`src/hdl/bcmp_pkg.sv`:
```
// ----------------------------------------------------------------------------
// bcmp_pkg
// Shared widths, constants, register codes and stage records for the
// barometer compensation pipeline.
// ----------------------------------------------------------------------------
package bcmp_pkg;

    localparam int CFG_W     = 16;
    localparam int CFG_IDX_W = 3;
    localparam int RAW_W     = 24;

    // datapath widths, sized to the reachable value ranges
    localparam int DT_W    = 25;   // temperature difference, signed
    localparam int MP_W    = 41;   // dT times a coefficient, signed
    localparam int DD_W    = 48;   // dT squared, unsigned
    localparam int TQ_W    = 18;   // dT*C6 / 2^23, signed
    localparam int TEMP_W  = 19;   // temperature in centidegrees, signed
    localparam int T2_W    = 17;   // temperature correction, unsigned
    localparam int OFF_W   = 35;   // first offset, signed
    localparam int SENS_W  = 34;   // first sensitivity, signed
    localparam int DSQ_W   = 35;   // (TEMP-2000)^2, unsigned
    localparam int OFF2_W  = 36;   // offset correction, unsigned
    localparam int SENS2_W = 35;   // sensitivity correction, unsigned
    localparam int OFFC_W  = 37;   // corrected offset, signed
    localparam int SENSC_W = 36;   // corrected sensitivity, signed
    localparam int LO_W    = 18;   // low slice of sensitivity, unsigned
    localparam int HI_W    = SENSC_W - LO_W;
    localparam int PLO_W   = RAW_W + LO_W;
    localparam int PHI_W   = RAW_W + HI_W;
    localparam int PROD_W  = RAW_W + SENSC_W;
    localparam int DIFF_W  = 40;
    localparam int PW_W    = 25;
    localparam int PRES_W  = 24;

    localparam int T_BASE         = 2000;
    localparam int T_SHIFT        = 23;
    localparam int T2_SHIFT       = 31;
    localparam int OFF_SHIFT      = 7;
    localparam int SENS_SHIFT     = 8;
    localparam int SENS_DIV_SHIFT = 21;
    localparam int P_SHIFT        = 15;

    localparam logic signed [PRES_W-1:0] PRES_MAX = {1'b0, {(PRES_W-1){1'b1}}};
    localparam logic signed [PRES_W-1:0] PRES_MIN = {1'b1, {(PRES_W-1){1'b0}}};

    typedef enum logic [CFG_IDX_W-1:0] {
        CFG_SENS     = 3'd0,
        CFG_OFF      = 3'd1,
        CFG_SENS_TC  = 3'd2,
        CFG_OFF_TC   = 3'd3,
        CFG_TREF     = 3'd4,
        CFG_TEMP_TC  = 3'd5
    } t_cfg_idx;

    typedef struct packed {
        logic [CFG_W-1:0] c1;
        logic [CFG_W-1:0] c2;
        logic [CFG_W-1:0] c3;
        logic [CFG_W-1:0] c4;
        logic [CFG_W-1:0] c5;
        logic [CFG_W-1:0] c6;
    } t_coef;

    typedef struct packed {
        logic                     low;
        logic signed [TQ_W-1:0]   d;
        logic signed [TEMP_W-1:0] temp;
        logic [T2_W-1:0]          t2;
        logic signed [OFF_W-1:0]  off;
        logic signed [SENS_W-1:0] sens;
        logic [RAW_W-1:0]         d1;
    } t_terms;

    typedef struct packed {
        logic signed [TEMP_W-1:0]  temp;
        logic signed [OFFC_W-1:0]  off;
        logic signed [SENSC_W-1:0] sens;
        logic [RAW_W-1:0]          d1;
    } t_comp;

    typedef struct packed {
        logic signed [TEMP_W-1:0] temp;
        logic signed [OFFC_W-1:0] off;
        logic signed [PROD_W-1:0] prod;
    } t_prod;

    typedef struct packed {
        logic signed [TEMP_W-1:0] temp;
        logic signed [PRES_W-1:0] pres;
    } t_result;

endpackage

```
`src/hdl/bcmp_out.sv`:
```
// ----------------------------------------------------------------------------
// bcmp_out
// Stage 8: pressure scaling and saturation, output register and skid
// register that decouple the pipeline from the receiver.
// ----------------------------------------------------------------------------
module bcmp_out import bcmp_pkg::*; (
    input  logic    i_clk,
    input  logic    i_rst_n,
    input  logic    i_valid,
    input  t_prod   i_prod,
    input  logic    i_ready,
    output logic    o_en,
    output logic    o_valid,
    output t_result o_result
);

    logic    r_ov;
    t_result r_od;
    logic    r_sv;
    t_result r_sd;

    logic signed [PROD_W-SENS_DIV_SHIFT-1:0] w_q;
    logic signed [DIFF_W-1:0]                w_diff;
    logic signed [PW_W-1:0]                  w_pw;
    t_result                                 n_res;

    assign w_q    = $signed(i_prod.prod[PROD_W-1:SENS_DIV_SHIFT]);
    assign w_diff = DIFF_W'(w_q) - DIFF_W'(i_prod.off);
    assign w_pw   = $signed(w_diff[DIFF_W-1:P_SHIFT]);

    always_comb begin
        n_res.temp = i_prod.temp;
        if (w_pw[PW_W-1] != w_pw[PW_W-2]) begin
            n_res.pres = w_pw[PW_W-1] ? PRES_MIN : PRES_MAX;
        end else begin
            n_res.pres = w_pw[PRES_W-1:0];
        end
    end

    // the pipeline moves while the skid register is empty
    assign o_en = !r_sv;

    always_ff @(posedge i_clk) begin
        if (!i_rst_n) begin
            r_ov <= 1'b0;
            r_sv <= 1'b0;
        end else if (!r_sv) begin
            if (!r_ov || i_ready) begin
                r_ov <= i_valid;
            end else if (i_valid) begin
                r_sv <= 1'b1;
            end
        end else if (i_ready) begin
            // drain the held item into the output register
            r_ov <= 1'b1;
            r_sv <= 1'b0;
        end
    end

    always_ff @(posedge i_clk) begin
        if (!r_sv) begin
            if (!r_ov || i_ready) begin
                r_od <= n_res;
            end else if (i_valid) begin
                r_sd <= n_res;
            end
        end else if (i_ready) begin
            r_od <= r_sd;
        end
    end

    assign o_valid  = r_ov;
    assign o_result = r_od;

endmodule

```
`config.mk`:
```
export PLATFORM = sky130hd
export DESIGN_NAME = bcmp_out
export DESIGN_NICKNAME = d
export VERILOG_FILES = /design/src/hdl/bcmp_pkg.sv /design/src/hdl/bcmp_out.sv
export SDC_FILE = /design/constraint.sdc
export NUM_CORES = 1
export LEC_CHECK = 0
export BUFFER_PORTS_ARGS = -buffer_cell sky130_fd_sc_hd__buf_4
export CORE_MARGIN = 8
export CORE_UTILIZATION = 25
export CTS_CLUSTER_DIAMETER = 80
export DETAILED_ROUTE_END_ITERATION = 10
export PLACE_DENSITY_LB_ADDON = 0.08
export SLEW_MARGIN = 25
export SYNTH_ARGS = -nofsm -noshare
export SYNTH_HDL_FRONTEND = slang
export SYNTH_SLANG_ARGS = --single-unit
```
`constraint.sdc`:
```
create_clock -name i_clk -period 5.45 [get_ports i_clk]
set_input_delay 1.09 -clock i_clk [delete_from_list [all_inputs] [get_ports i_clk]]
set_output_delay 1.09 -clock i_clk [all_outputs]
set_load 0.02 [all_outputs]
```
Word level (Yosys, flattened, before mapping)
Index checks and enable logic that the tools add are counted.
{ "word_totals": {"out_inout_bits": 45, "register_bits": 88} }
{ "classes": {"n_reduce_logical": 6, "bitwise": 2, "muxes": 12, "n_eq_ne": 2, "add_sub_neg": 1} }
{ "ops": {"columns": ["cell", "n"], "rows": [
  ["$mux 43", 3],
  ["$mux 24", 2],
  ["$sub 39x37->40", 1],
  ["$mux 1", 7],
  ["$reduce_and 3->1", 1],
  ["$logic_not 1->1", 2],
  ["$ne 2x2->1 const B", 1],
  ["$not 1->1", 2],
  ["$reduce_and 2->1", 1],
  ["$reduce_bool 2->1", 1],
  ["$logic_or 1x1->1", 1],
  ["$ne 1x1->1", 1]
]} }

Logic depth before layout (Yosys ltp)
{ "depth": {"word_depth": 5, "ltp_mapped": 17, "mapped_depth_nobuf": 15} }

Worst setup path before layout
No wires, ideal clock.
{ "synth_timing": {"kind": "input-to-reg", "startpoint": "input port i_valid", "endpoint": "register r_sd[0] in the netlist's numbering (enable)", "setup_time_ns": 0.497, "n_path_buf": 0, "path_stages": 2, "t_required_ns": 4.953, "slack_ns": 0.853, "t_arrival_ns": 4.101, "cell_sequence": "nand2_1 > nor3_1"} }
{ "synth_via": {"elab_chain_cells": 1} }
{ "synth_lines": {"columns": ["element", "line", "rtl"], "rows": [
  ["start: declaration", "bcmp_out.sv:9", "input logic i_valid,"],
  ["$reduce_and 3->1 (no source line)", null, null],
  ["end signal: assignment", "bcmp_out.sv:65", "r_sd <= n_res;"],
  ["end: declaration", "bcmp_out.sv:20", "t_result r_sd;"]
]} }
Every way passes these cells.
A chain may end at the register's enable or synchronous reset.

==> results_dict.tcl <==
set metrics [dict create \
    post-dp-hpwl_um 11100 \
    ys_ff_latch 88 \
    final_nets 779 \
    h-tree-depth 3 \
    whs_ps 544 \
    syn_to_final_growth_pct 32.1 \
    finalHoldViolations 0 \
    synth.most_common_cell "edfxtp_1" \
    vias 4116 \
    cts.clk_slew.worst_paths_ps 60 \
    endpoint_kind "flip-flop" \
    critPathMaxStageDelay_ps 380 \
    dp.cells 883 \
    power.density_nw_per_um2 323 \
    routed_wl_um 14100 \
    cap_viol_max_count 0 \
    grt_util_met1_pct 14.6 \
    grt_pass1_vias 4296 \
    finalWeightedCongestion 0.820 \
    die_w_um 162 \
    p_leak_uw 0.00297 \
    synth.avg_cell_area_um2 11.4 \
    syn-num-nets 630 \
    fin_crit_ps 4530 \
    yosysTopAreaCell "edfxtp_1" \
    synthCells 470 \
    tritoncts "yes" \
    routed_via_density 4.58 \
    drt_iter0_markers 148 \
    yosysSeqAreaShare_pct 49.2 \
    tightest_slew_ps 617 \
    io_buffer_count 143 \
    clock_sinks 88 \
    ant_nets 0 \
    insertion_delay_ps 330 \
    arrival_ps 4620 \
    grt_use_met2_pct 16.3 \
    status "completed" \
    async_reset_ff_share_pct 0 \
    dieArea_um2 26300 \
    ir_drop_uv 170 \
    grt_setup_unrepaired "false" \
    synth_top_area_share_pct 48.4 \
    start_util_pct 25.5 \
    fmax_mhz 221 \
    netlist_area_um2 5340 \
    drtPass1Iterations 4 \
    cts_setup_buffers 0 \
    critical_path.slowest_cell "a311o_1" \
    ctsHoldBuffers 0 \
    num_rows 53 \
    setup-tns-final_ps 0 \
    cts_buffer_depth 2 \
    grt_usage_pct 10.6 \
    cp_cell_sequence "buf_4 > ha_1 > nand3_1 > o211ai_1 > a21oi_1 > a311o_1 > o31ai_2 > a31o_2 > a21oi_1 > o21ba_2 > xnor2_1 > ha_1 > or2b_4 > buf_4 > o21ai_1 > mux2_2" \
    ys_warn_count 0 \
    top_usage_layer "met2" \
    slew_violations 0 \
    critical_path_class "in2reg" \
    cts-root-buf "clkbuf_16" \
    layoutNonFillerInstCount 899 \
    core_area_um2 21000 \
    antenna_found_initial 0 \
    synth-main-ff-cell "edfxtp_1" \
    crit_fanout 18 \
    grt-ovfl-total 0 \
    wl_per_cell_um 15.7 \
    hold_path.class "reg2reg" \
    cts_buffers 9 \
    diodes 0 \
    cts_resized 0 \
    required_ps 5540 \
    drive_gt1_share_pct 35.6 \
    netlist_top_cells_count "edfxtp_1 (86), inv_1 (47), ha_1 (40), nand2_1 (36), mux2_2 (34)" \
    use_met3_pct 1.95 \
    ios 165 \
    grt_max_degree 44 \
    drcViolationCount 0 \
    synthTopCellsByArea "edfxtp_1 (48%), ha_1 (9.4%), mux2_2 (7.2%)" \
    setup_viol 0 \
    cp-start-kind "primary input" \
    fin_crit_sh_pct 83.1 \
    grt_pass1_wl_um 22600 \
    max_slew_margin_pct 58.8 \
    synth_edf_count 86 \
    die_h_um 162 \
    finalClockSkew_ps 6.25 \
    synthDistinctLibCells 63 \
]
[registers in the layout, indices dropped and copies added, names as in the netlist]
signal    flops
o_valid       1
r_sv          1
o_result     43
r_sd         43
[cell type report]
class | count | area, µm²
fillers | 2163 | 13900
clock inverters | 6 | 60.1
inverters | 49 | 184
clock buffers | 10 | 229
well taps | 275 | 344
multi-input cells | 321 | 2480
repair buffers | 150 | 1130
flip-flops and latches | 88 | 2620
[worst max-delay path, delay by kind of cell]
| family | cells | cell delay, ps |
|---|---|---|
| buffers and inverters | 2 | 360 |
| XOR/XNOR | 1 | 130 |
| multiplexers | 1 | 280 |
| AO/OA/AOI/OAI | 8 | 1830 |
| adder cells (fa/ha/maj) | 2 | 640 |
| AND/OR/NAND/NOR | 2 | 290 |
[stage by stage]
| step | power (µW) | setup slack, ps | area, µm² | util [%] |
|---|---|---|---|---|
| after floorplan | 1400 | 853 | 5340 | - |
| after global placement | 1700 | 603 | 6760 | 32.2 |
| after detailed placement | 1710 | 502 | 6760 | 32.2 |
| after CTS | 2320 | 871 | 7050 | 33.6 |
| after global routing | 2410 | 629 | 7050 | 33.6 |
| final | 2280 | 919 | 7050 | 33.6 |
[logic make-up (layout without fill, tap and decap cells)]
kind of cell / Yosys count / in the layout / synth area share, %
fa+ha+maj: 40 / 40 / 9.38
mux: 36 / 36 / 7.55
flops: 88 / 88 / 49.2
compound gates: 129 / 129 / 16.8
xor+xnor: 22 / 22 / 3.61
simple gates: 94 / 94 / 8.77
buf+inv: 61 / 215 / 4.69
[cells in the final DEF, fill, tap and decap left out, drive strengths merged, types with 3 or more instances in the layout]
master	synthesis	routed
and3	7	7
nor3	6	6
a21oi	34	34
a31oi	3	3
o21ai	31	31
o21bai	5	5
xnor2	12	12
a21o	10	10
nand2	36	36
nand4	9	9
clkbuf	6	10
a31o	3	3
nor2	13	13
o31ai	3	3
ha	40	40
xor2	10	10
o211ai	12	12
and2	3	3
buf	6	150
a211oi	3	3
a21boi	3	3
nand3	6	6
clkinvlp	0	3
nand2b	3	3
and4	5	5
edfxtp	86	86
mux2	34	34
inv	49	49
[layer usage]
layer | vias to the layer above | part of all wire, %
li1 | 2060 | -
met1 | 1904 | 49
met2 | 138 | 44
met3 | 14 | 5.5
met4 | 0 | 1.4
met5 | - | 0
[final timing paths]
| check | start | endpoint | slack [ps] | depth (start not counted) |
|---|---|---|---|---|
| setup / recovery | i_prod[30] | o_result[1]$_DFFE_PP_ | 920 | 16 |
| hold / removal | r_sd[32]$_DFFE_PP_ | o_result[32]$_DFFE_PP_ | 540 | 1 |
| setup reg to reg | r_sv$_SDFF_PN0_ | r_sd[3]$_DFFE_PP_ | 3730 | 3 |
| hold reg to reg | r_sd[32]$_DFFE_PP_ | o_result[32]$_DFFE_PP_ | 540 | 1 |
[power by group]
part	switching (µW)	total [µW]	internal [µW]
clock	246	598	352
sequential	24.2	907	883
combinational	438	772	335
total	708	2280	1570
Note: power is estimated with default switching activity, not from simulation.
