## src/hdl/bcmp_pkg.sv

```systemverilog
// ----------------------------------------------------------------------------
// bcmp_pkg
// Shared widths, constants, register codes and stage records for the
// barometer compensation pipeline.
// ----------------------------------------------------------------------------
package bcmp_pkg;

    localparam int CFG_W     = 16;
    localparam int CFG_IDX_W = 3;
    localparam int RAW_W     = 24;

    // datapath widths, sized to the reachable value ranges
    localparam int DT_W    = 25;   // temperature difference, signed
    localparam int MP_W    = 41;   // dT times a coefficient, signed
    localparam int DD_W    = 48;   // dT squared, unsigned
    localparam int TQ_W    = 18;   // dT*C6 / 2^23, signed
    localparam int TEMP_W  = 19;   // temperature in centidegrees, signed
    localparam int T2_W    = 17;   // temperature correction, unsigned
    localparam int OFF_W   = 35;   // first offset, signed
    localparam int SENS_W  = 34;   // first sensitivity, signed
    localparam int DSQ_W   = 35;   // (TEMP-2000)^2, unsigned
    localparam int OFF2_W  = 36;   // offset correction, unsigned
    localparam int SENS2_W = 35;   // sensitivity correction, unsigned
    localparam int OFFC_W  = 37;   // corrected offset, signed
    localparam int SENSC_W = 36;   // corrected sensitivity, signed
    localparam int LO_W    = 18;   // low slice of sensitivity, unsigned
    localparam int HI_W    = SENSC_W - LO_W;
    localparam int PLO_W   = RAW_W + LO_W;
    localparam int PHI_W   = RAW_W + HI_W;
    localparam int PROD_W  = RAW_W + SENSC_W;
    localparam int DIFF_W  = 40;
    localparam int PW_W    = 25;
    localparam int PRES_W  = 24;

    localparam int T_BASE         = 2000;
    localparam int T_SHIFT        = 23;
    localparam int T2_SHIFT       = 31;
    localparam int OFF_SHIFT      = 7;
    localparam int SENS_SHIFT     = 8;
    localparam int SENS_DIV_SHIFT = 21;
    localparam int P_SHIFT        = 15;

    localparam logic signed [PRES_W-1:0] PRES_MAX = {1'b0, {(PRES_W-1){1'b1}}};
    localparam logic signed [PRES_W-1:0] PRES_MIN = {1'b1, {(PRES_W-1){1'b0}}};

    typedef enum logic [CFG_IDX_W-1:0] {
        CFG_SENS     = 3'd0,
        CFG_OFF      = 3'd1,
        CFG_SENS_TC  = 3'd2,
        CFG_OFF_TC   = 3'd3,
        CFG_TREF     = 3'd4,
        CFG_TEMP_TC  = 3'd5
    } t_cfg_idx;

    typedef struct packed {
        logic [CFG_W-1:0] c1;
        logic [CFG_W-1:0] c2;
        logic [CFG_W-1:0] c3;
        logic [CFG_W-1:0] c4;
        logic [CFG_W-1:0] c5;
        logic [CFG_W-1:0] c6;
    } t_coef;

    typedef struct packed {
        logic                     low;
        logic signed [TQ_W-1:0]   d;
        logic signed [TEMP_W-1:0] temp;
        logic [T2_W-1:0]          t2;
        logic signed [OFF_W-1:0]  off;
        logic signed [SENS_W-1:0] sens;
        logic [RAW_W-1:0]         d1;
    } t_terms;

    typedef struct packed {
        logic signed [TEMP_W-1:0]  temp;
        logic signed [OFFC_W-1:0]  off;
        logic signed [SENSC_W-1:0] sens;
        logic [RAW_W-1:0]          d1;
    } t_comp;

    typedef struct packed {
        logic signed [TEMP_W-1:0] temp;
        logic signed [OFFC_W-1:0] off;
        logic signed [PROD_W-1:0] prod;
    } t_prod;

    typedef struct packed {
        logic signed [TEMP_W-1:0] temp;
        logic signed [PRES_W-1:0] pres;
    } t_result;

endpackage

```

## src/hdl/bcmp_press.sv

```systemverilog
// ----------------------------------------------------------------------------
// bcmp_press
// Stages 6-7: raw pressure times corrected sensitivity, as two partial
// products joined in the following stage.
// ----------------------------------------------------------------------------
module bcmp_press import bcmp_pkg::*; (
    input  logic  i_clk,
    input  logic  i_rst_n,
    input  logic  i_en,
    input  logic  i_valid,
    input  t_comp i_comp,
    output logic  o_valid,
    output t_prod o_prod
);

    logic                      r6_v;
    logic signed [TEMP_W-1:0]  r6_temp;
    logic signed [OFFC_W-1:0]  r6_off;
    logic [PLO_W-1:0]          r6_plo;
    logic signed [PHI_W-1:0]   r6_phi;

    logic                      r7_v;
    t_prod                     r7_p;

    logic [PLO_W-1:0]          w_plo;
    logic signed [PHI_W:0]     w_phi;
    t_prod                     n_p;

    // low slice is unsigned, high slice carries the sign
    assign w_plo = i_comp.d1 * i_comp.sens[LO_W-1:0];
    assign w_phi = $signed({1'b0, i_comp.d1}) * $signed(i_comp.sens[SENSC_W-1:LO_W]);

    always_comb begin
        n_p.temp = r6_temp;
        n_p.off  = r6_off;
        n_p.prod = $signed({r6_phi, {LO_W{1'b0}}}) + $signed({{HI_W{1'b0}}, r6_plo});
    end

    always_ff @(posedge i_clk) begin
        if (!i_rst_n) begin
            r6_v <= 1'b0;
            r7_v <= 1'b0;
        end else if (i_en) begin
            r6_v <= i_valid;
            r7_v <= r6_v;
        end
    end

    always_ff @(posedge i_clk) begin
        if (i_en) begin
            r6_temp <= i_comp.temp;
            r6_off  <= i_comp.off;
            r6_plo  <= w_plo;
            r6_phi  <= w_phi[PHI_W-1:0];
            r7_p    <= n_p;
        end
    end

    assign o_valid = r7_v;
    assign o_prod  = r7_p;

endmodule

```

## config.mk

```make
export PLATFORM = sky130hd
export DESIGN_NAME = bcmp_press
export DESIGN_NICKNAME = d
export VERILOG_FILES = /design/src/hdl/bcmp_pkg.sv /design/src/hdl/bcmp_press.sv
export SDC_FILE = /design/constraint.sdc
export NUM_CORES = 2
export LEC_CHECK = 0
export ABC_AREA = 0
export BUFFER_PORTS_ARGS = -buffer_cell sky130_fd_sc_hd__buf_2
export CAP_MARGIN = 20
export CORE_UTILIZATION = 25
export DETAILED_ROUTE_END_ITERATION = 10
export PLACE_DENSITY = 0.4
export SYNTH_ARGS = -nofsm -noshare
export SYNTH_HDL_FRONTEND = slang
export SYNTH_SLANG_ARGS = --single-unit
```

## constraint.sdc

```tcl
create_clock -name i_clk -period 14.6 [get_ports i_clk]
set_input_delay 0 -clock i_clk [delete_from_list [all_inputs] [get_ports i_clk]]
set_output_delay 0 -clock i_clk [all_outputs]
set_load 0.01 [all_outputs]
```

# Word-level counts from Yosys, hierarchy flattened
# Index checks and enable logic that the tools add are counted.
# totals
wordCells	12
register_bits	258
out_inout_bits	117
# op_classes
n_mul	2
n_addsub	1
# op_table
op	count
adder 60 x 43 -> 60 bit	1
multiplier 24 x 18 -> 42 bit	1
multiplier 25 x 18 -> 42 bit	1

# Depth between registers and ports, before layout
# logic_depth
depth_word	1
mapped_depth	25

# Worst setup path before layout
# Ideal clock, no wire load.
# synth_timing
kind	input to register
start	input i_comp[14] (netlist name)
end	register r6_phi[39], data pin
arrival_ns	5.762
setup_time_ns	0.260
path_buffers	3
stages	25
setup_slack_ns	8.578
required_ns	14.340
cell_sequence	clkbuf_1 clkbuf_1 nand2_1 fa_1 inv_1 fa_1 inv_1 fa_1 inv_1 fa_1 fa_1 inv_1 fa_1 inv_1 ha_1 clkbuf_1 nand4_1 nor2_1 a32oi_1 nand3_2 o21a_1 o41ai_4 and4b_1 or2_1 xor2_1
# synth_between
elab_chain_len	1
# synth_rtl
element	line_no	source
start, declared	bcmp_press.sv:11	input t_comp i_comp,
multiplier 25 x 18 -> 42 bit	bcmp_press.sv:31	assign w_phi = $signed({1'b0, i_comp.d1}) * $signed(i_comp.sens[SENSC_W-1:LO_W]);
named net w_phi[39]	bcmp_press.sv:26	logic signed [PHI_W:0] w_phi;
end signal, assigned	bcmp_press.sv:54	r6_phi <= w_phi[PHI_W-1:0];
end, declared	bcmp_press.sv:20	logic signed [PHI_W-1:0] r6_phi;
# The timed path passes the listed nets, and every way through them passes these cells.
# A chain may end at the register's enable or synchronous reset.

# Final worst setup path
# layout_timing
start	input i_comp[8] (netlist name)
end	register r6_phi[28], data pin
# The elaborated chain is that of the path after synthesis.

==> flow_metrics.env <==
export IMPL_ys_dominant_reg_cell="edfxtp_1"
export IMPL_dr_max_layer_used="met5"
export IMPL_grt_antenna_before_repair=10
export IMPL_max_cap_violations=0
export IMPL_metal3_wl_um=4780
export IMPL_grt_setup_unrepaired="no"
export IMPL_synth_xor_xnor_area_share_pct=2.52
export IMPL_critical_path_cell_count=22
export IMPL_setup_violations_final=0
export IMPL_yosys_area_share_adder_pct=46.9
export IMPL_grt_start_max_net_pins=106
export IMPL_worst_ep_required_time_ns=14.92
export IMPL_critical_path_top_delay_family="adder cells"
export IMPL_portBuffers=236
export IMPL_std_cell_rows=141
export IMPL_finalHoldViolations=0
export IMPL_synth_seq_cells=258
export IMPL_post_dp_hpwl_um=81600
export IMPL_detail_route_drc_violations=0
export IMPL_status="completed"
export IMPL_timing_worst_slew_pin_value_ns=1.06
export IMPL_worst_setup_hold_path_clk_slew_ns=0.06
export IMPL_synth_edf_count=256
export IMPL_met2_length_um=48500
export IMPL_route_layer_met1_wl_um=53200
export IMPL_finalWeightedCongestion=0.817
export IMPL_clock_sink_count=258
export IMPL_via_per_inst=4.28
export IMPL_critPathKind="in2reg"
export IMPL_clk_path_buf_depth=3
export IMPL_initial_core_util_pct=25.3
export IMPL_route_vias_total=25700
export IMPL_largest_family_of_logic_cells_by_synthesized_area="adder cells"
export IMPL_routed_wire_length_per_instance_um=18.1
export IMPL_area_taken_by_flip_flops_and_latches_sq_um=7730
export IMPL_synth_warning_count=0
export IMPL_critical_path_slowest_cell="o21ai_0"
export IMPL_cts_tree="yes"
export IMPL_syn_avg_cell_area_sq_um=9.82
export IMPL_synthesis_nets=4925
export IMPL_critPathCaptureType="flop"
export IMPL_fmax_mhz=156
export IMPL_cts_buffers=36
export IMPL_timing_hold_worst_path_depth=2
export IMPL_timing_critical_path_cells="buf_2, nand2_1, fa_1, fa_1, inv_1, ha_1, inv_1, fa_1, inv_1, ha_1, inv_1, fa_1, inv_1, ha_1, a21oi_1, nand2_1, o21ai_0, nand3_1, a21oi_1, o21ai_1, o41ai_1, xnor2_1"
export IMPL_reg2reg_depth=10
export IMPL_setup_worst_path_start_class="primary input"
export IMPL_netlist_cell_type_count=65
export IMPL_async_reset_ff_share_pct=0
export IMPL_timing_final_crit_share_pct=43.9
export IMPL_first_iter_violations=990
export IMPL_post_route_min_period_ns=6.41
export IMPL_globalRoute_totalOverflow=0
export IMPL_fin_nets=5087
export IMPL_nFillCells=15900
export IMPL_finalSetupTns_ns=0
export IMPL_dieWidth_um=389
export IMPL_seq_area_frac_synth_pct=20.6
export IMPL_hp_class="in2reg"
export IMPL_worst_skew_pair_late_latency_ns=0.58
export IMPL_post_synthesis_cells=3820
export IMPL_grt_first_pass_wirelength_um=170000
export IMPL_muxShareOfSynthArea_pct=0.0800
export IMPL_drtAntennaViolNets=0
export IMPL_worst_path_largest_cell_delay_ns=0.82
export IMPL_core_area_sq_um=148000
export IMPL_detail_route_wirelength_um=109000
export IMPL_drive_above_1_share_pct=7.98
export IMPL_num_io_pins=237
export IMPL_cts_max_level=2
export IMPL_critical_path_buf_inv_count=6
export IMPL_crit_top_cell="inv_1"
export IMPL_syn_area_sq_um=37500
export IMPL_detail_route_first_pass_iterations=5
export IMPL_die_area_sq_um=152000
export IMPL_critical_path_max_fanout=37
export IMPL_synth_compound_area_share_pct=4.94
export IMPL_die_h_um=389
export IMPL_cts_root_buffer_cell="clkbuf_16"
export IMPL_maxSlewViolCount=0
export IMPL_clock_skew_ns=0.0297
export IMPL_globalRouteTotalUtil_pct=14.8
export IMPL_multi_input_comb_area_sq_um=25800
export IMPL_layout_area_overhead_vs_synth_pct=13.1
export IMPL_synth_simple_area_share_pct=14.2
export IMPL_critical_path_arrival_ns=6.73
export IMPL_worst_slew_margin_rel_pct=29.4
export IMPL_via_count_of_the_first_global_routing_pass=28000
==> cells by family after synthesis <==
| logic type | Yosys count |
|---|---|
| flops | 258 |
| simple gates | 1106 |
| mux | 3 |
| xor+xnor | 108 |
| fa+ha+maj | 985 |
| compound gates | 288 |
| buf+inv | 1072 |
==> path summary, 6_finish.rpt <==
path	from	to	slack, ns
max	i_comp[8]	r6_phi[28]$_DFFE_PP_	8.19
min	i_comp[82]	r6_off[22]$_DFFE_PP_	0.14
max reg2reg	r6_plo[32]$_DFFE_PP_	o_prod[59]$_DFFE_PP_	10.88
min reg2reg	r6_plo[10]$_DFFE_PP_	o_prod[10]$_DFFE_PP_	0.41
==> layer usage <==
metal | vias up | track usage (%)
met5 | - | 0
met1 | 13300 | 20.9
met3 | 95 | 2.11
met4 | 2 | 3.65
li1 | 11800 | -
met2 | 523 | 23.6
==> what timing repair did <==
action	CTS	global route
hold buffers	59	0
gates resized for setup	0	0
buffers inserted	0	0
endpoints found under the hold margin	67	0
setup endpoints to repair	0	0
==> registers in the layout, indices dropped and copies added, names as in the netlist <==
register / flops
o_prod: 116
r6_temp: 19
r6_off: 37
r6_phi: 42
r6_v: 1
o_valid: 1
r6_plo: 42
==> cell type report <==
type	count	share of cell area, %
inverters	881	7.79
well taps	2002	5.90
diodes	6	0.0354
multi-input cells	2490	60.7
repair buffers	315	4.55
clock buffers	42	2.18
flip-flops and latches	258	18.2
clock inverters	24	0.663
==> cell usage in the layout, fill, tap and decap left out, types with 36 or more instances in the layout <==
cell type	netlist	final
inv_1	881	881
fa_1	705	705
nand2_1	573	573
and2_1	331	331
ha_1	280	280
edfxtp_1	256	256
buf_2	1	235
a21oi_1	94	94
xnor2_1	76	76
nor2_1	60	60
dlygate4sd3_1	0	59
a21o_1	50	50
clkbuf_16	0	36
==> synthesized netlist by cell type (34+ instances only) <==
master | number | share of area, %
edfxtp_1 | 256 | 20
ha_1 | 280 | 9.3
clkbuf_1 | 187 | 1.9
nand2_1 | 573 | 5.7
inv_1 | 881 | 8.8
a21o_1 | 50 | 1.0
and2_1 | 331 | 5.5
xnor2_1 | 76 | 1.8
nor2_1 | 60 | 0.60
o21ai_0 | 34 | 0.45
fa_1 | 705 | 38
a21oi_1 | 94 | 1.3
==> metrics by stage <==
step	instance area (sq um)	std cells	hold WS [ns]	setup slack [ns]	utilization (%)
detailed placement	40600	5887	0.178	7.69	27.4
CTS	42400	6012	0.0753	8.32	28.6
global route	42400	6014	0.107	7.79	28.6
global placement	40600	5887	0.177	7.54	27.4
finish	42400	6018	0.141	8.19	28.6
floorplan	37500	3820	0.0989	8.58	-
Power is not shown: default switching activity piles up to over one toggle a cycle in this logic, so the estimate is an artifact.
