**config.mk**
```make
export PLATFORM = sky130hd
export DESIGN_NAME = bcmp_corr
export DESIGN_NICKNAME = d
export VERILOG_FILES = /design/src/hdl/bcmp_pkg.sv /design/src/hdl/bcmp_corr.sv
export SDC_FILE = /design/constraint.sdc
export NUM_CORES = 1
export LEC_CHECK = 0
export ABC_CLOCK_PERIOD_IN_PS = 7100
export BUFFER_PORTS_ARGS = -buffer_cell sky130_fd_sc_hd__buf_4
export CAP_MARGIN = 5
export CORE_ASPECT_RATIO = 0.8
export CORE_MARGIN = 3
export CORE_UTILIZATION = 40
export DETAILED_ROUTE_END_ITERATION = 10
export PLACE_DENSITY = 0.62
export SKIP_CTS_REPAIR_TIMING = 1
export SLEW_MARGIN = 20
export SYNTH_ARGS = -nofsm -noshare
export SYNTH_HDL_FRONTEND = slang
export SYNTH_SLANG_ARGS = --single-unit
```
**constraint.sdc**
```tcl
create_clock -name i_clk -period 7.1 [get_ports i_clk]
set_clock_uncertainty 0.05 [all_clocks]
set_input_delay 0 -clock i_clk [delete_from_list [all_inputs] [get_ports i_clk]]
set_output_delay 0 -clock i_clk [all_outputs]
set_load 0.005 [all_outputs]
```
**src/hdl/bcmp_pkg.sv**
```systemverilog
// ----------------------------------------------------------------------------
// bcmp_pkg
// Shared widths, constants, register codes and stage records for the
// barometer compensation pipeline.
// ----------------------------------------------------------------------------
package bcmp_pkg;

    localparam int CFG_W     = 16;
    localparam int CFG_IDX_W = 3;
    localparam int RAW_W     = 24;

    // datapath widths, sized to the reachable value ranges
    localparam int DT_W    = 25;   // temperature difference, signed
    localparam int MP_W    = 41;   // dT times a coefficient, signed
    localparam int DD_W    = 48;   // dT squared, unsigned
    localparam int TQ_W    = 18;   // dT*C6 / 2^23, signed
    localparam int TEMP_W  = 19;   // temperature in centidegrees, signed
    localparam int T2_W    = 17;   // temperature correction, unsigned
    localparam int OFF_W   = 35;   // first offset, signed
    localparam int SENS_W  = 34;   // first sensitivity, signed
    localparam int DSQ_W   = 35;   // (TEMP-2000)^2, unsigned
    localparam int OFF2_W  = 36;   // offset correction, unsigned
    localparam int SENS2_W = 35;   // sensitivity correction, unsigned
    localparam int OFFC_W  = 37;   // corrected offset, signed
    localparam int SENSC_W = 36;   // corrected sensitivity, signed
    localparam int LO_W    = 18;   // low slice of sensitivity, unsigned
    localparam int HI_W    = SENSC_W - LO_W;
    localparam int PLO_W   = RAW_W + LO_W;
    localparam int PHI_W   = RAW_W + HI_W;
    localparam int PROD_W  = RAW_W + SENSC_W;
    localparam int DIFF_W  = 40;
    localparam int PW_W    = 25;
    localparam int PRES_W  = 24;

    localparam int T_BASE         = 2000;
    localparam int T_SHIFT        = 23;
    localparam int T2_SHIFT       = 31;
    localparam int OFF_SHIFT      = 7;
    localparam int SENS_SHIFT     = 8;
    localparam int SENS_DIV_SHIFT = 21;
    localparam int P_SHIFT        = 15;

    localparam logic signed [PRES_W-1:0] PRES_MAX = {1'b0, {(PRES_W-1){1'b1}}};
    localparam logic signed [PRES_W-1:0] PRES_MIN = {1'b1, {(PRES_W-1){1'b0}}};

    typedef enum logic [CFG_IDX_W-1:0] {
        CFG_SENS     = 3'd0,
        CFG_OFF      = 3'd1,
        CFG_SENS_TC  = 3'd2,
        CFG_OFF_TC   = 3'd3,
        CFG_TREF     = 3'd4,
        CFG_TEMP_TC  = 3'd5
    } t_cfg_idx;

    typedef struct packed {
        logic [CFG_W-1:0] c1;
        logic [CFG_W-1:0] c2;
        logic [CFG_W-1:0] c3;
        logic [CFG_W-1:0] c4;
        logic [CFG_W-1:0] c5;
        logic [CFG_W-1:0] c6;
    } t_coef;

    typedef struct packed {
        logic                     low;
        logic signed [TQ_W-1:0]   d;
        logic signed [TEMP_W-1:0] temp;
        logic [T2_W-1:0]          t2;
        logic signed [OFF_W-1:0]  off;
        logic signed [SENS_W-1:0] sens;
        logic [RAW_W-1:0]         d1;
    } t_terms;

    typedef struct packed {
        logic signed [TEMP_W-1:0]  temp;
        logic signed [OFFC_W-1:0]  off;
        logic signed [SENSC_W-1:0] sens;
        logic [RAW_W-1:0]          d1;
    } t_comp;

    typedef struct packed {
        logic signed [TEMP_W-1:0] temp;
        logic signed [OFFC_W-1:0] off;
        logic signed [PROD_W-1:0] prod;
    } t_prod;

    typedef struct packed {
        logic signed [TEMP_W-1:0] temp;
        logic signed [PRES_W-1:0] pres;
    } t_result;

endpackage

```
**src/hdl/bcmp_corr.sv**
```systemverilog
// ----------------------------------------------------------------------------
// bcmp_corr
// Stages 4-5: low-temperature correction of temperature, offset and
// sensitivity.
// ----------------------------------------------------------------------------
module bcmp_corr import bcmp_pkg::*; (
    input  logic   i_clk,
    input  logic   i_rst_n,
    input  logic   i_en,
    input  logic   i_valid,
    input  t_terms i_terms,
    output logic   o_valid,
    output t_comp  o_comp
);

    logic                r4_v;
    t_terms              r4_t;
    logic [DSQ_W-1:0]    r4_dsq;

    logic                r5_v;
    t_comp               r5_c;

    logic signed [2*TQ_W-1:0]  w_dsq;
    logic [OFF2_W:0]           w_x5;
    logic signed [OFFC_W-1:0]  w_off2;
    logic signed [SENSC_W-1:0] w_sens2;
    logic signed [TEMP_W:0]    w_t2;
    logic signed [TEMP_W:0]    w_temp;
    t_comp                     n_c;

    assign w_dsq = i_terms.d * i_terms.d;

    // 5*d^2, then halve for the offset and quarter for the sensitivity
    assign w_x5 = {r4_dsq, 2'b00} + {2'b00, r4_dsq};

    always_comb begin
        w_off2  = r4_t.low ? $signed({1'b0, w_x5[OFF2_W:1]}) : '0;
        w_sens2 = r4_t.low ? $signed({1'b0, w_x5[OFF2_W:2]}) : '0;
        w_t2    = r4_t.low ? $signed({3'b000, r4_t.t2}) : '0;
        w_temp  = (TEMP_W+1)'(r4_t.temp) - w_t2;
        n_c.temp = w_temp[TEMP_W-1:0];
        n_c.off  = OFFC_W'(r4_t.off) - w_off2;
        n_c.sens = SENSC_W'(r4_t.sens) - w_sens2;
        n_c.d1   = r4_t.d1;
    end

    always_ff @(posedge i_clk) begin
        if (!i_rst_n) begin
            r4_v <= 1'b0;
            r5_v <= 1'b0;
        end else if (i_en) begin
            r4_v <= i_valid;
            r5_v <= r4_v;
        end
    end

    always_ff @(posedge i_clk) begin
        if (i_en) begin
            r4_t   <= i_terms;
            r4_dsq <= w_dsq[DSQ_W-1:0];
            r5_c   <= n_c;
        end
    end

    assign o_valid = r5_v;
    assign o_comp  = r5_c;

endmodule

```
Word-level counts from Yosys, hierarchy flattened
Cells that the tools add are included.
{"block": "totals", "ff_bits": 283, "in_bits": 152, "out_inout_bits": 117, "wordCells": 21}
{"block": "classes", "n_addsub": 4, "n_mul": 1, "muxes": 3}
{"op": "$add 37x35->37", "n": 1}
{"op": "$sub 35x37->37", "n": 1}
{"op": "$mux 36", "n": 1}
{"op": "$sub 34x36->36", "n": 1}
{"op": "$mul 18x18->35", "n": 1}
{"op": "$mux 35", "n": 1}
{"op": "$sub 19x18->19", "n": 1}
{"op": "$mux 17", "n": 1}

Longest topological paths before layout
{"block": "logic_depth", "word_depth": 3, "depth_mapped": 26, "mapped_depth_nobuf": 24}

Worst setup path before layout
OpenSTA, ideal clock, no wires.
{"block": "synth_path", "path_kind": "input port to flip-flop", "start": "input port i_terms[132] in the netlist's numbering", "end": "register r4_dsq[33], data pin", "setup_time_ps": 261, "arrival_ps": 5895, "t_required_ps": 6789, "path_slack_ps": 894, "cell_stages": 23, "path_buffers": 2, "path_cell_list": "clkbuf_1 -> clkbuf_1 -> nand2_1 -> fa_1 -> inv_1 -> fa_1 -> inv_1 -> fa_1 -> inv_1 -> fa_1 -> fa_1 -> inv_1 -> fa_1 -> inv_1 -> ha_1 -> a21o_1 -> a21o_1 -> a21oi_1 -> nor2_1 -> a2111oi_0 -> a21oi_1 -> o41a_1 -> a311o_1"}
{"block": "synth_between", "elab_chain_len": 1}
{"item": "start, declared", "line_no": "bcmp_corr.sv:11", "source": "input t_terms i_terms,"}
{"item": "$mul 18x18->35", "line_no": "bcmp_corr.sv:31", "source": "assign w_dsq = i_terms.d * i_terms.d;"}
{"item": "named net w_dsq[33]", "line_no": "bcmp_corr.sv:23", "source": "logic signed [2*TQ_W-1:0] w_dsq;"}
{"item": "end signal, assigned", "line_no": "bcmp_corr.sv:60", "source": "r4_dsq <= w_dsq[DSQ_W-1:0];"}
{"item": "end, declared", "line_no": "bcmp_corr.sv:18", "source": "logic [DSQ_W-1:0] r4_dsq;"}
The timed path passes the listed nets, and every way through them passes these cells.
A chain may end at the register's enable or synchronous reset.

Worst setup path after layout
{"block": "layout_path", "start": "input port i_terms[129] in the netlist's numbering", "end": "register r4_dsq[34], data pin"}
The elaborated chain is that of the path after synthesis.

==> impl_metrics.toml <==
[run_status]
outcome = "complete, no violations"

[worst_setup_path]
end_kind = "register"
worst-path-stages = 26
required_ns = 7.30
slowest_delay_ns = 0.59
crit_buf_inv = 9
cp_top_family = "adder cells"
crit_fanout = 20
crit_path_start_kind = "primary input"
critPathArrivalTime_ns = 6.60
cpMostUsedCell = "inv_1"
crit_start = "i_terms[129]"
slowest_stage = "fa_1"
rr_worst_depth = 19
rrSetupSlack_ns = 1.38
timing.rr.start = "r4_dsq[4]"
worstSetupPathType = "in2reg"

[clock_network]
numCtsBuffers = 35
clkTransAtPathRegs_ns = 0.06
cts_buffer_depth = 3
htree_num_levels = 2
clk-insertion-delay-late_ns = 0.52
cts_tree = "done"
clock-sinks = 282
root_buffer = "clkbuf_16"

[timing]
slew_violations = 0
final.min_clock_period_ns = 6.40
max_freq_mhz = 156
finalSetupViolations = 0
finalHoldViolCount = 0
rsz0062_at_grt = "no"
worstMarginPinSlew_ns = 1.07
fin_crit_sh_pct = 90.2
fin_setup_tns_ns = 0
max_slew_margin_pct = 28.8

[synthesis]
seq_area_frac_synth_pct = 33.0
syn_inst = 2378
synth_edf_count = 280
syn_area_per_cell_sq_um = 10.8
ys_ff_latch = 282
synthesis.area_sq_um = 25600
yosysWarningCount = 0
ys.flop_type = "edfxtp_1"
synth_nets = 3045
async_reset_ff_share_pct = 0
yosysUniqueCellTypes = 89

[floorplanning]
row_count = 82
start_util_pct = 40.6
die_y_microns = 232
die-area_sq_um = 67000
core_sq_um = 63000
dieWidth_microns = 289
ios = 269

[route]
via_count = 18200
drc = 0
detail_route.wl_per_cell_microns = 17.4
drt_iter0_markers = 1033
postRouteAntennaNets = 0
postRouteWirelength_microns = 63400
avgViaCountPerCell = 4.99
first_pass_iters = 5

[final_layout]
multi_input_area_sq_um = 15200
post-route-util_pct = 49.1
fin_nets = 3444
regArea_sq_um = 8450
fin_cells = 3648
area_growth_pct = 21.0
drive_gt1_share_pct = 13.2
fillCellCount = 5641

[job]
maxCapViolCount = 0

[placement]
place.gp.congestion = 0.908
dp.cells = 3446
place_hpwl_microns = 50500
io_buffers = 268

[grt]
grt_use_total_pct = 18.2
overflow = 0
antenna_found_initial = 3
grt_pass1_wl_microns = 97000
grt_max_degree = 193
grt_pass1_vias = 18300

[hold_path]
hp-class = "in2reg"
hold_path_startpoint = "i_terms[130]"
min_path_cells = 2
==> routing by layer <==
layer	track usage (%)	share of wire [%]
met1	25.8	46
met2	29.3	45
met3	3.17	6.9
met4	4.12	2.0
met5	0	0
==> cells in the final DEF, fill, tap and decap left out, types with 6 or more instances in the layout <==
cell and instances:
o21a_1 27, nand3_1 28, o2111ai_1 7, nor3_1 37, clkbuf_1 6, ha_1 224
and2_1 43, a31o_2 6, nand2_1 208, nor2_1 102, inv_1 465, and3_1 20
o211ai_1 11, buf_4 270, nand4_1 11, nand2b_1 29, clkbuf_16 36, fa_1 291
o21bai_1 9, o21ai_0 48, dlygate4sd3_1 134, nand3b_1 8, edfxtp_1 280, a21oi_1 108
o31a_1 6, xnor2_1 98, a21o_1 55, a211o_1 6, nor2b_1 23, xor2_1 37
or2_2 12, clkinv_1 9, or3_1 8, a211oi_1 17
==> logic make-up (layout without fill, tap and decap cells) <==
kind of cell / count (synthesis) / after routing / synth area share (%)
flops: 282 / 282 / 33.0
xor+xnor: 135 / 135 / 4.62
fa+ha+maj: 515 / 515 / 33.7
simple gates: 553 / 553 / 10.5
buf+inv: 509 / 935 / 7.48
mux: 10 / 10 / 0.421
other cells: 1 / 5 / 0.0147
compound gates: 373 / 373 / 10.2
==> sequential cells by signal, indices dropped and copies added, names as in the netlist <==
name and cells:
r4_v 1, r4_dsq 34, o_comp 116, n_c 24, r4_t 106, o_valid 1
==> path summary, 6_finish.rpt <==
kind,end
min reg2reg,o_comp[10]
max reg2reg,o_comp[95]
min,r4_dsq[2]
max,r4_dsq[34]
==> cell usage after synthesis, drive strengths merged (9+ instances only) <==
| master | number | share of area (%) |
|---|---|---|
| nand3 | 28 | 0.55 |
| nand4 | 11 | 0.27 |
| a21o | 55 | 1.6 |
| nor2 | 102 | 1.5 |
| a211oi | 20 | 0.65 |
| ha | 224 | 11 |
| nor3 | 38 | 0.76 |
| and3 | 20 | 0.49 |
| and2 | 44 | 1.1 |
| fa | 291 | 23 |
| edfxtp | 280 | 33 |
| nor2b | 23 | 0.56 |
| xor2 | 37 | 1.3 |
| or2 | 12 | 0.29 |
| inv | 465 | 6.8 |
| nand2b | 29 | 0.71 |
| nand2 | 208 | 3.1 |
| a21oi | 110 | 2.2 |
| o21a | 27 | 0.79 |
| o211ai | 12 | 0.37 |
| o21ai | 52 | 1.0 |
| xnor2 | 98 | 3.4 |
| clkbuf | 37 | 0.55 |
| o21bai | 9 | 0.26 |
==> metrics by stage <==
stage	setup WS, ns	hold WS, ns	cell area [sq um]
floorplan	0.894	0.0489	25600
global placement	0.833	0.129	28500
detailed placement	0.663	0.129	28500
CTS	1.23	-0.429	29600
global route	0.181	0.0165	30900
finish	0.697	0.0122	30900
==> final cells by class <==
| cell class | count | area share (%) |
|---|---|---|
| Clock inverter | 22 | 0.493 |
| Multi-Input combinational cell | 1587 | 49.2 |
| Antenna cell | 4 | 0.0323 |
| Inverter | 465 | 5.64 |
| Tap cell | 840 | 3.40 |
| Sequential cell | 282 | 27.3 |
| Clock buffer | 42 | 2.98 |
| Timing Repair Buffer | 406 | 11.0 |
Power is left out: the tool's default activity adds up to more than one toggle a clock period on the data nets, which glitch-free logic cannot reach.
