[src/hdl/bcmp_pkg.sv]
// ----------------------------------------------------------------------------
// bcmp_pkg
// Shared widths, constants, register codes and stage records for the
// barometer compensation pipeline.
// ----------------------------------------------------------------------------
package bcmp_pkg;

    localparam int CFG_W     = 16;
    localparam int CFG_IDX_W = 3;
    localparam int RAW_W     = 24;

    // datapath widths, sized to the reachable value ranges
    localparam int DT_W    = 25;   // temperature difference, signed
    localparam int MP_W    = 41;   // dT times a coefficient, signed
    localparam int DD_W    = 48;   // dT squared, unsigned
    localparam int TQ_W    = 18;   // dT*C6 / 2^23, signed
    localparam int TEMP_W  = 19;   // temperature in centidegrees, signed
    localparam int T2_W    = 17;   // temperature correction, unsigned
    localparam int OFF_W   = 35;   // first offset, signed
    localparam int SENS_W  = 34;   // first sensitivity, signed
    localparam int DSQ_W   = 35;   // (TEMP-2000)^2, unsigned
    localparam int OFF2_W  = 36;   // offset correction, unsigned
    localparam int SENS2_W = 35;   // sensitivity correction, unsigned
    localparam int OFFC_W  = 37;   // corrected offset, signed
    localparam int SENSC_W = 36;   // corrected sensitivity, signed
    localparam int LO_W    = 18;   // low slice of sensitivity, unsigned
    localparam int HI_W    = SENSC_W - LO_W;
    localparam int PLO_W   = RAW_W + LO_W;
    localparam int PHI_W   = RAW_W + HI_W;
    localparam int PROD_W  = RAW_W + SENSC_W;
    localparam int DIFF_W  = 40;
    localparam int PW_W    = 25;
    localparam int PRES_W  = 24;

    localparam int T_BASE         = 2000;
    localparam int T_SHIFT        = 23;
    localparam int T2_SHIFT       = 31;
    localparam int OFF_SHIFT      = 7;
    localparam int SENS_SHIFT     = 8;
    localparam int SENS_DIV_SHIFT = 21;
    localparam int P_SHIFT        = 15;

    localparam logic signed [PRES_W-1:0] PRES_MAX = {1'b0, {(PRES_W-1){1'b1}}};
    localparam logic signed [PRES_W-1:0] PRES_MIN = {1'b1, {(PRES_W-1){1'b0}}};

    typedef enum logic [CFG_IDX_W-1:0] {
        CFG_SENS     = 3'd0,
        CFG_OFF      = 3'd1,
        CFG_SENS_TC  = 3'd2,
        CFG_OFF_TC   = 3'd3,
        CFG_TREF     = 3'd4,
        CFG_TEMP_TC  = 3'd5
    } t_cfg_idx;

    typedef struct packed {
        logic [CFG_W-1:0] c1;
        logic [CFG_W-1:0] c2;
        logic [CFG_W-1:0] c3;
        logic [CFG_W-1:0] c4;
        logic [CFG_W-1:0] c5;
        logic [CFG_W-1:0] c6;
    } t_coef;

    typedef struct packed {
        logic                     low;
        logic signed [TQ_W-1:0]   d;
        logic signed [TEMP_W-1:0] temp;
        logic [T2_W-1:0]          t2;
        logic signed [OFF_W-1:0]  off;
        logic signed [SENS_W-1:0] sens;
        logic [RAW_W-1:0]         d1;
    } t_terms;

    typedef struct packed {
        logic signed [TEMP_W-1:0]  temp;
        logic signed [OFFC_W-1:0]  off;
        logic signed [SENSC_W-1:0] sens;
        logic [RAW_W-1:0]          d1;
    } t_comp;

    typedef struct packed {
        logic signed [TEMP_W-1:0] temp;
        logic signed [OFFC_W-1:0] off;
        logic signed [PROD_W-1:0] prod;
    } t_prod;

    typedef struct packed {
        logic signed [TEMP_W-1:0] temp;
        logic signed [PRES_W-1:0] pres;
    } t_result;

endpackage

[src/hdl/bcmp_front.sv]
// ----------------------------------------------------------------------------
// bcmp_front
// Stages 1-3: temperature difference, coefficient products, first-order
// temperature, offset and sensitivity.
// ----------------------------------------------------------------------------
module bcmp_front import bcmp_pkg::*; (
    input  logic             i_clk,
    input  logic             i_rst_n,
    input  logic             i_en,
    input  t_coef            i_coef,
    input  logic             i_valid,
    input  logic [RAW_W-1:0] i_temperature_raw,
    input  logic [RAW_W-1:0] i_pressure_raw,
    output logic             o_valid,
    output t_terms           o_terms
);

    logic                    r1_v;
    logic signed [DT_W-1:0]  r1_dt;
    logic [RAW_W-1:0]        r1_d1;

    logic                    r2_v;
    logic signed [MP_W-1:0]  r2_tp;
    logic signed [MP_W-1:0]  r2_op;
    logic signed [MP_W-1:0]  r2_sp;
    logic [DD_W-1:0]         r2_dd;
    logic [RAW_W-1:0]        r2_d1;

    logic                    r3_v;
    t_terms                  r3_t;

    logic signed [DT_W-1:0]        n_dt;
    logic signed [DT_W+CFG_W:0]    w_tp;
    logic signed [DT_W+CFG_W:0]    w_op;
    logic signed [DT_W+CFG_W:0]    w_sp;
    logic signed [2*DT_W-1:0]      w_dd;
    logic signed [TQ_W-1:0]        w_tq;
    t_terms                        n_t;

    assign n_dt = $signed({1'b0, i_temperature_raw}) - $signed({1'b0, i_coef.c5, 8'h00});

    assign w_tp = r1_dt * $signed({1'b0, i_coef.c6});
    assign w_op = r1_dt * $signed({1'b0, i_coef.c4});
    assign w_sp = r1_dt * $signed({1'b0, i_coef.c3});
    assign w_dd = r1_dt * r1_dt;

    // floor shifts are taken as the upper bits of the signed products
    assign w_tq = $signed(r2_tp[MP_W-1:T_SHIFT]);

    always_comb begin
        n_t.low  = r2_tp[MP_W-1];
        n_t.d    = w_tq;
        n_t.temp = TEMP_W'(T_BASE) + TEMP_W'(w_tq);
        n_t.t2   = r2_dd[DD_W-1:T2_SHIFT];
        n_t.off  = $signed({3'b000, i_coef.c2, 16'h0000})
                 + OFF_W'($signed(r2_op[MP_W-1:OFF_SHIFT]));
        n_t.sens = $signed({3'b000, i_coef.c1, 15'h0000})
                 + SENS_W'($signed(r2_sp[MP_W-1:SENS_SHIFT]));
        n_t.d1   = r2_d1;
    end

    always_ff @(posedge i_clk) begin
        if (!i_rst_n) begin
            r1_v <= 1'b0;
            r2_v <= 1'b0;
            r3_v <= 1'b0;
        end else if (i_en) begin
            r1_v <= i_valid;
            r2_v <= r1_v;
            r3_v <= r2_v;
        end
    end

    always_ff @(posedge i_clk) begin
        if (i_en) begin
            r1_dt <= n_dt;
            r1_d1 <= i_pressure_raw;
            r2_tp <= w_tp[MP_W-1:0];
            r2_op <= w_op[MP_W-1:0];
            r2_sp <= w_sp[MP_W-1:0];
            r2_dd <= w_dd[DD_W-1:0];
            r2_d1 <= r1_d1;
            r3_t  <= n_t;
        end
    end

    assign o_valid = r3_v;
    assign o_terms = r3_t;

endmodule

[config.mk]
export PLATFORM = sky130hd
export DESIGN_NAME = bcmp_front
export DESIGN_NICKNAME = d
export VERILOG_FILES = /design/src/hdl/bcmp_pkg.sv /design/src/hdl/bcmp_front.sv
export SDC_FILE = /design/constraint.sdc
export NUM_CORES = 2
export LEC_CHECK = 0
export BUFFER_PORTS_ARGS = -buffer_cell sky130_fd_sc_hd__buf_4
export CAP_MARGIN = 25
export CORE_UTILIZATION = 59
export DETAILED_ROUTE_END_ITERATION = 8
export GPL_ROUTABILITY_DRIVEN = 0
export HOLD_SLACK_MARGIN = 0.06
export PLACE_DENSITY_LB_ADDON = 0.08
export SETUP_SLACK_MARGIN = 0.2
export SLEW_MARGIN = 20
export SYNTH_ARGS = -nofsm -noshare
export SYNTH_HDL_FRONTEND = slang
export SYNTH_SLANG_ARGS = --single-unit
[constraint.sdc]
create_clock -name i_clk -period 18.85 [get_ports i_clk]
set_clock_uncertainty 0.05 [all_clocks]
set_input_delay 1.885 -clock i_clk [delete_from_list [all_inputs] [get_ports i_clk]]
set_output_delay 1.885 -clock i_clk [all_outputs]
set_load 0.1 [all_outputs]
* Yosys cells after proc, flatten, opt, wreduce, memory -nomap -nowiden
Index checks and enable logic that the tools add are counted.
** Storage, ports and cells
- Register bits :: 395
- Input port bits :: 148
- Output and inout port bits :: 149
- Logic and storage cells :: 25
** Operators by class
- $add $sub $neg :: 4
- $mul :: 4
** Operator list (number)
- multiplier 25 x 17 -> 41 bit :: 3
- multiplier 25 x 25 -> 48 bit :: 1
- adder 33 x 34 -> 35 bit :: 1
- adder 32 x 33 -> 34 bit :: 1
- subtractor 24 x 24 -> 25 bit :: 1
- adder 12 x 18 -> 19 bit (first input constant) :: 1

* Longest topological paths before layout
- Depth after elaboration :: 1
- Mapped depth :: 28
- Mapped depth without buffers :: 26

* Worst setup path before layout
No wires, ideal clock.
- Path type :: input to register
- From :: input i_coef[5] (netlist name)
- To :: register r2_tp[39] (data pin)
- Setup time :: 262 ps
- Arrival :: 7554 ps
- Required time :: 18538 ps
- Slack :: 10984 ps
- Stages :: 24
- Path buffers :: 2
- Cell sequence :: clkbuf_1 -> clkbuf_1 -> nand2_1 -> fa_1 -> inv_1 -> fa_1 -> inv_1 -> fa_1 -> inv_1 -> fa_1 -> inv_1 -> fa_1 -> inv_1 -> fa_1 -> ha_1 -> a211oi_1 -> o221a_2 -> o21a_1 -> o211ai_1 -> a2111oi_2 -> nor3_2 -> o31ai_4 -> o21bai_1 -> xor2_1
** Between the ends
- Longest elaborated chain between the ends :: 1
** RTL lines
- start, declared :: line bcmp_front.sv:10 : input t_coef i_coef,
- multiplier 25 x 17 -> 41 bit :: line bcmp_front.sv:42 : assign w_tp = r1_dt * $signed({1'b0, i_coef.c6});
- via w_tp[39] :: line bcmp_front.sv:33 : logic signed [DT_W+CFG_W:0] w_tp;
- end signal, assigned :: line bcmp_front.sv:78 : r2_tp <= w_tp[MP_W-1:0];
- end, declared :: line bcmp_front.sv:23 : logic signed [MP_W-1:0] r2_tp;
The timed path passes the listed nets, and every way through them passes these cells.
A chain may end at the register's enable or synchronous reset.

* Final worst setup path
- From :: register r1_dt[9]
- To :: register r2_dd[46] (data pin)
** Between the ends
- Longest elaborated chain between the ends :: 1
** RTL lines
- start, declared :: line bcmp_front.sv:19 : logic signed [DT_W-1:0] r1_dt;
- start signal, assigned :: line bcmp_front.sv:76 : r1_dt <= n_dt;
- multiplier 25 x 25 -> 48 bit :: line bcmp_front.sv:45 : assign w_dd = r1_dt * r1_dt;
- via w_dd[46] :: line bcmp_front.sv:36 : logic signed [2*DT_W-1:0] w_dd;
- end signal, assigned :: line bcmp_front.sv:81 : r2_dd <= w_dd[DD_W-1:0];
- end, declared :: line bcmp_front.sv:26 : logic [DD_W-1:0] r2_dd;
The timed path passes the listed nets, and every way through them passes these cells.

==> flow_summary.ini <==
[outcome]
status = finished, final reports clean

[yosys]
yosys_warnings = 0
avgSynthCellArea_um2 = 9.99
synthArstFlopShare_pct = 0
syn_inst = 7248
ys_ff_latch = 321
synth_area_um2 = 72400
synth_edf_count = 318
syn_nets = 9631
synth_flop_cell = edfxtp_1
ys_seq_area_share_pct = 13.3
synthDistinctLibCells = 80

[critical_path]
r2r_slack_ns = 10.42
cp-end-kind = flop
critical_path_arrival_ns = 8.77
critPathSlowestCell = a31oi_1
r2r_cells = 25
worstPathMaxFanout = 46
r2r-end = r2_dd[46]$_DFFE_PP_
crit_required_ns = 19.20
crit_path_start_kind = flop
criticalPathCategory = reg2reg
crit_top_cell = fa_1
cpPeakStageDelay_ns = 0.65
timing.rr.start = r1_dt[9]$_DFFE_PP_

[floorplan]
io_pins = 297
rows = 128
initial_utilization_pct = 59.5
core_um2 = 122000
die_area_um2 = 124000
die_h_um = 352
die_w_um = 352

[run]
cap_viol_max_count = 0

[clocking]
cts_resized = 0
clockBufferDepth = 3
cts_made_buffers = 42
cts_tree = built
path_clk_slew_ns = 0.07
holdBufCountCts = 0
clock_latency_ns = 0.66
cts.sinks = 321
cts_max_level = 2
clock-root-buffer = clkbuf_16
post_cts_buffers = 0

[final_layout]
final_common_cell = inv_1
synthToLayoutAreaGrowth_pct = 6.91
drive_gt1_share_pct = 6.13
nets = 9723
layout_common_cells = inv_1, fa_1, nand2_1, and2_1, ha_1

[global_route]
grt_pass1_vias = 53400
grt_max_degree = 75
grt_overflow = 0
grt_pass1_wl_um = 284000
grt_antenna_before_repair = 9
track_usage_pct = 29.1

[sta]
setup_tns_ns = 0
slew_headroom_pct = 33.1
fin_crit_ns = 8.43
setup_viol = 0
setup_slack_ns = 10.42
max_freq_ghz = 0.119
fin_crit_sh_pct = 44.7
finalMaxSlewViolations = 0
hold_viol = 0
rsz0062_at_grt = no
tightest_slew_ns = 1.00

[placement]
dpl.hpwl_um = 133000
pre_cts_ws_ns = 10.13
port_buffers = 296

[drt]
drt-initial-drc-count = 2608
first_pass_iters = 5
postRouteAntennaNets = 0
drcViolationCount = 0
routedWlPerCell_um = 18.9
wl_um = 170000
viasPerCell = 5.30
via_count = 47700

[worst_hold_path]
hold_path_class = reg2reg
min-delay-start = r2_op[21]$_DFFE_PP_
holdPathStages = 0
holdPathEnd = o_terms[72]$_DFFE_PP_
## logic make-up after synthesis
group	synth area share, %
adders and majority gates	56.7
and+or+nand+nor	12.7
buffers and inverters	11.9
DFF	13.3
AOI/OAI and AO/OA	3.13
muxes	0.0830
xor gates and xnor gates	2.16
## synth_stat cells, drive strengths merged, types with 19 or more instances
cell type | number | share of area (%)
ha | 490 | 8.5
nor3 | 39 | 0.28
inv | 1988 | 10
nand3 | 32 | 0.22
nand2 | 902 | 4.7
o21ai | 59 | 0.42
o21a | 22 | 0.23
nor2b | 38 | 0.33
clkbuf | 293 | 1.5
edfxtp | 318 | 13
a21o | 41 | 0.43
nor2 | 139 | 0.72
xnor2 | 132 | 1.6
xor2 | 44 | 0.53
nand4 | 23 | 0.22
nand2b | 19 | 0.16
fa | 1745 | 48
a21oi | 81 | 0.58
and2 | 635 | 5.5
and3 | 25 | 0.22
a211oi | 20 | 0.22
## worst max-delay path by stage
stage | from | endpoint | slack, ns | cells after the start
2_1_floorplan | i_coef[5] | r2_tp[39]$_DFFE_PP_ | 10.98 | 24
3_3_place_gp | i_coef[50] | r2_sp[38]$_DFFE_PP_ | 10.18 | 21
3_5_place_dp | i_coef[50] | r2_sp[38]$_DFFE_PP_ | 10.13 | 21
4_1_cts | r1_dt[15]$_DFFE_PP_ | r2_dd[47]$_DFFE_PP_ | 10.37 | 26
5_1_grt | r1_dt[9]$_DFFE_PP_ | r2_dd[46]$_DFFE_PP_ | 9.94 | 25
6_report | r1_dt[9]$_DFFE_PP_ | r2_dd[46]$_DFFE_PP_ | 10.42 | 25
## cell type report
cell class | instances | area, µm²
Clock inverter | 30 | 414
Multi-Input combinational cell | 4637 | 54200
Sequential cell | 321 | 9610
Tap cell | 1625 | 2030
Timing Repair Buffer | 350 | 2640
Inverter | 1988 | 7460
Fill cell | 10200 | 44300
Clock buffer | 47 | 1070
Antenna cell | 3 | 7.51
## registers in the layout (all words and copies together), names as in the netlist
| name | cells |
|---|---|
| r2_sp | 33 |
| o_terms | 143 |
| r2_v | 1 |
| r2_op | 34 |
| r1_v | 1 |
| r2_tp | 18 |
| r1_d1 | 24 |
| r1_dt | 25 |
| r2_d1 | 24 |
| r2_dd | 17 |
| o_valid | 1 |
## layer usage
metal	global-route usage, %	up-vias	wire, µm
met4	7.50	4	4620
li1	-	21200	-
met1	39.6	24800	70300
met3	3.42	278	9900
met5	0	-	34
met2	49.9	1412	84900
## per-stage QoR
step                instance area [µm²]  utilization, %  instances  hold WS [ns]
floorplan                         72400               -       7248         0.350
global placement                  75900            62.4       8921         0.350
detailed placement                75900            62.4       8921         0.355
CTS                               77400            63.6       8998         0.365
global route                      77400            63.6       8998         0.371
finish                            77400            63.6       9001         0.365
## critical path: cells and delay by family (launching register included)
kind,cells,cell delay (ns)
compound gates,4,1.22
xor+xnor,1,0.08
fa+ha+maj,8,3.72
buf+inv,7,1.49
flops,1,0.32
simple gates,5,1.20
Power is not shown: default switching activity piles up to over one toggle a cycle in this logic, so the estimate is an artifact.
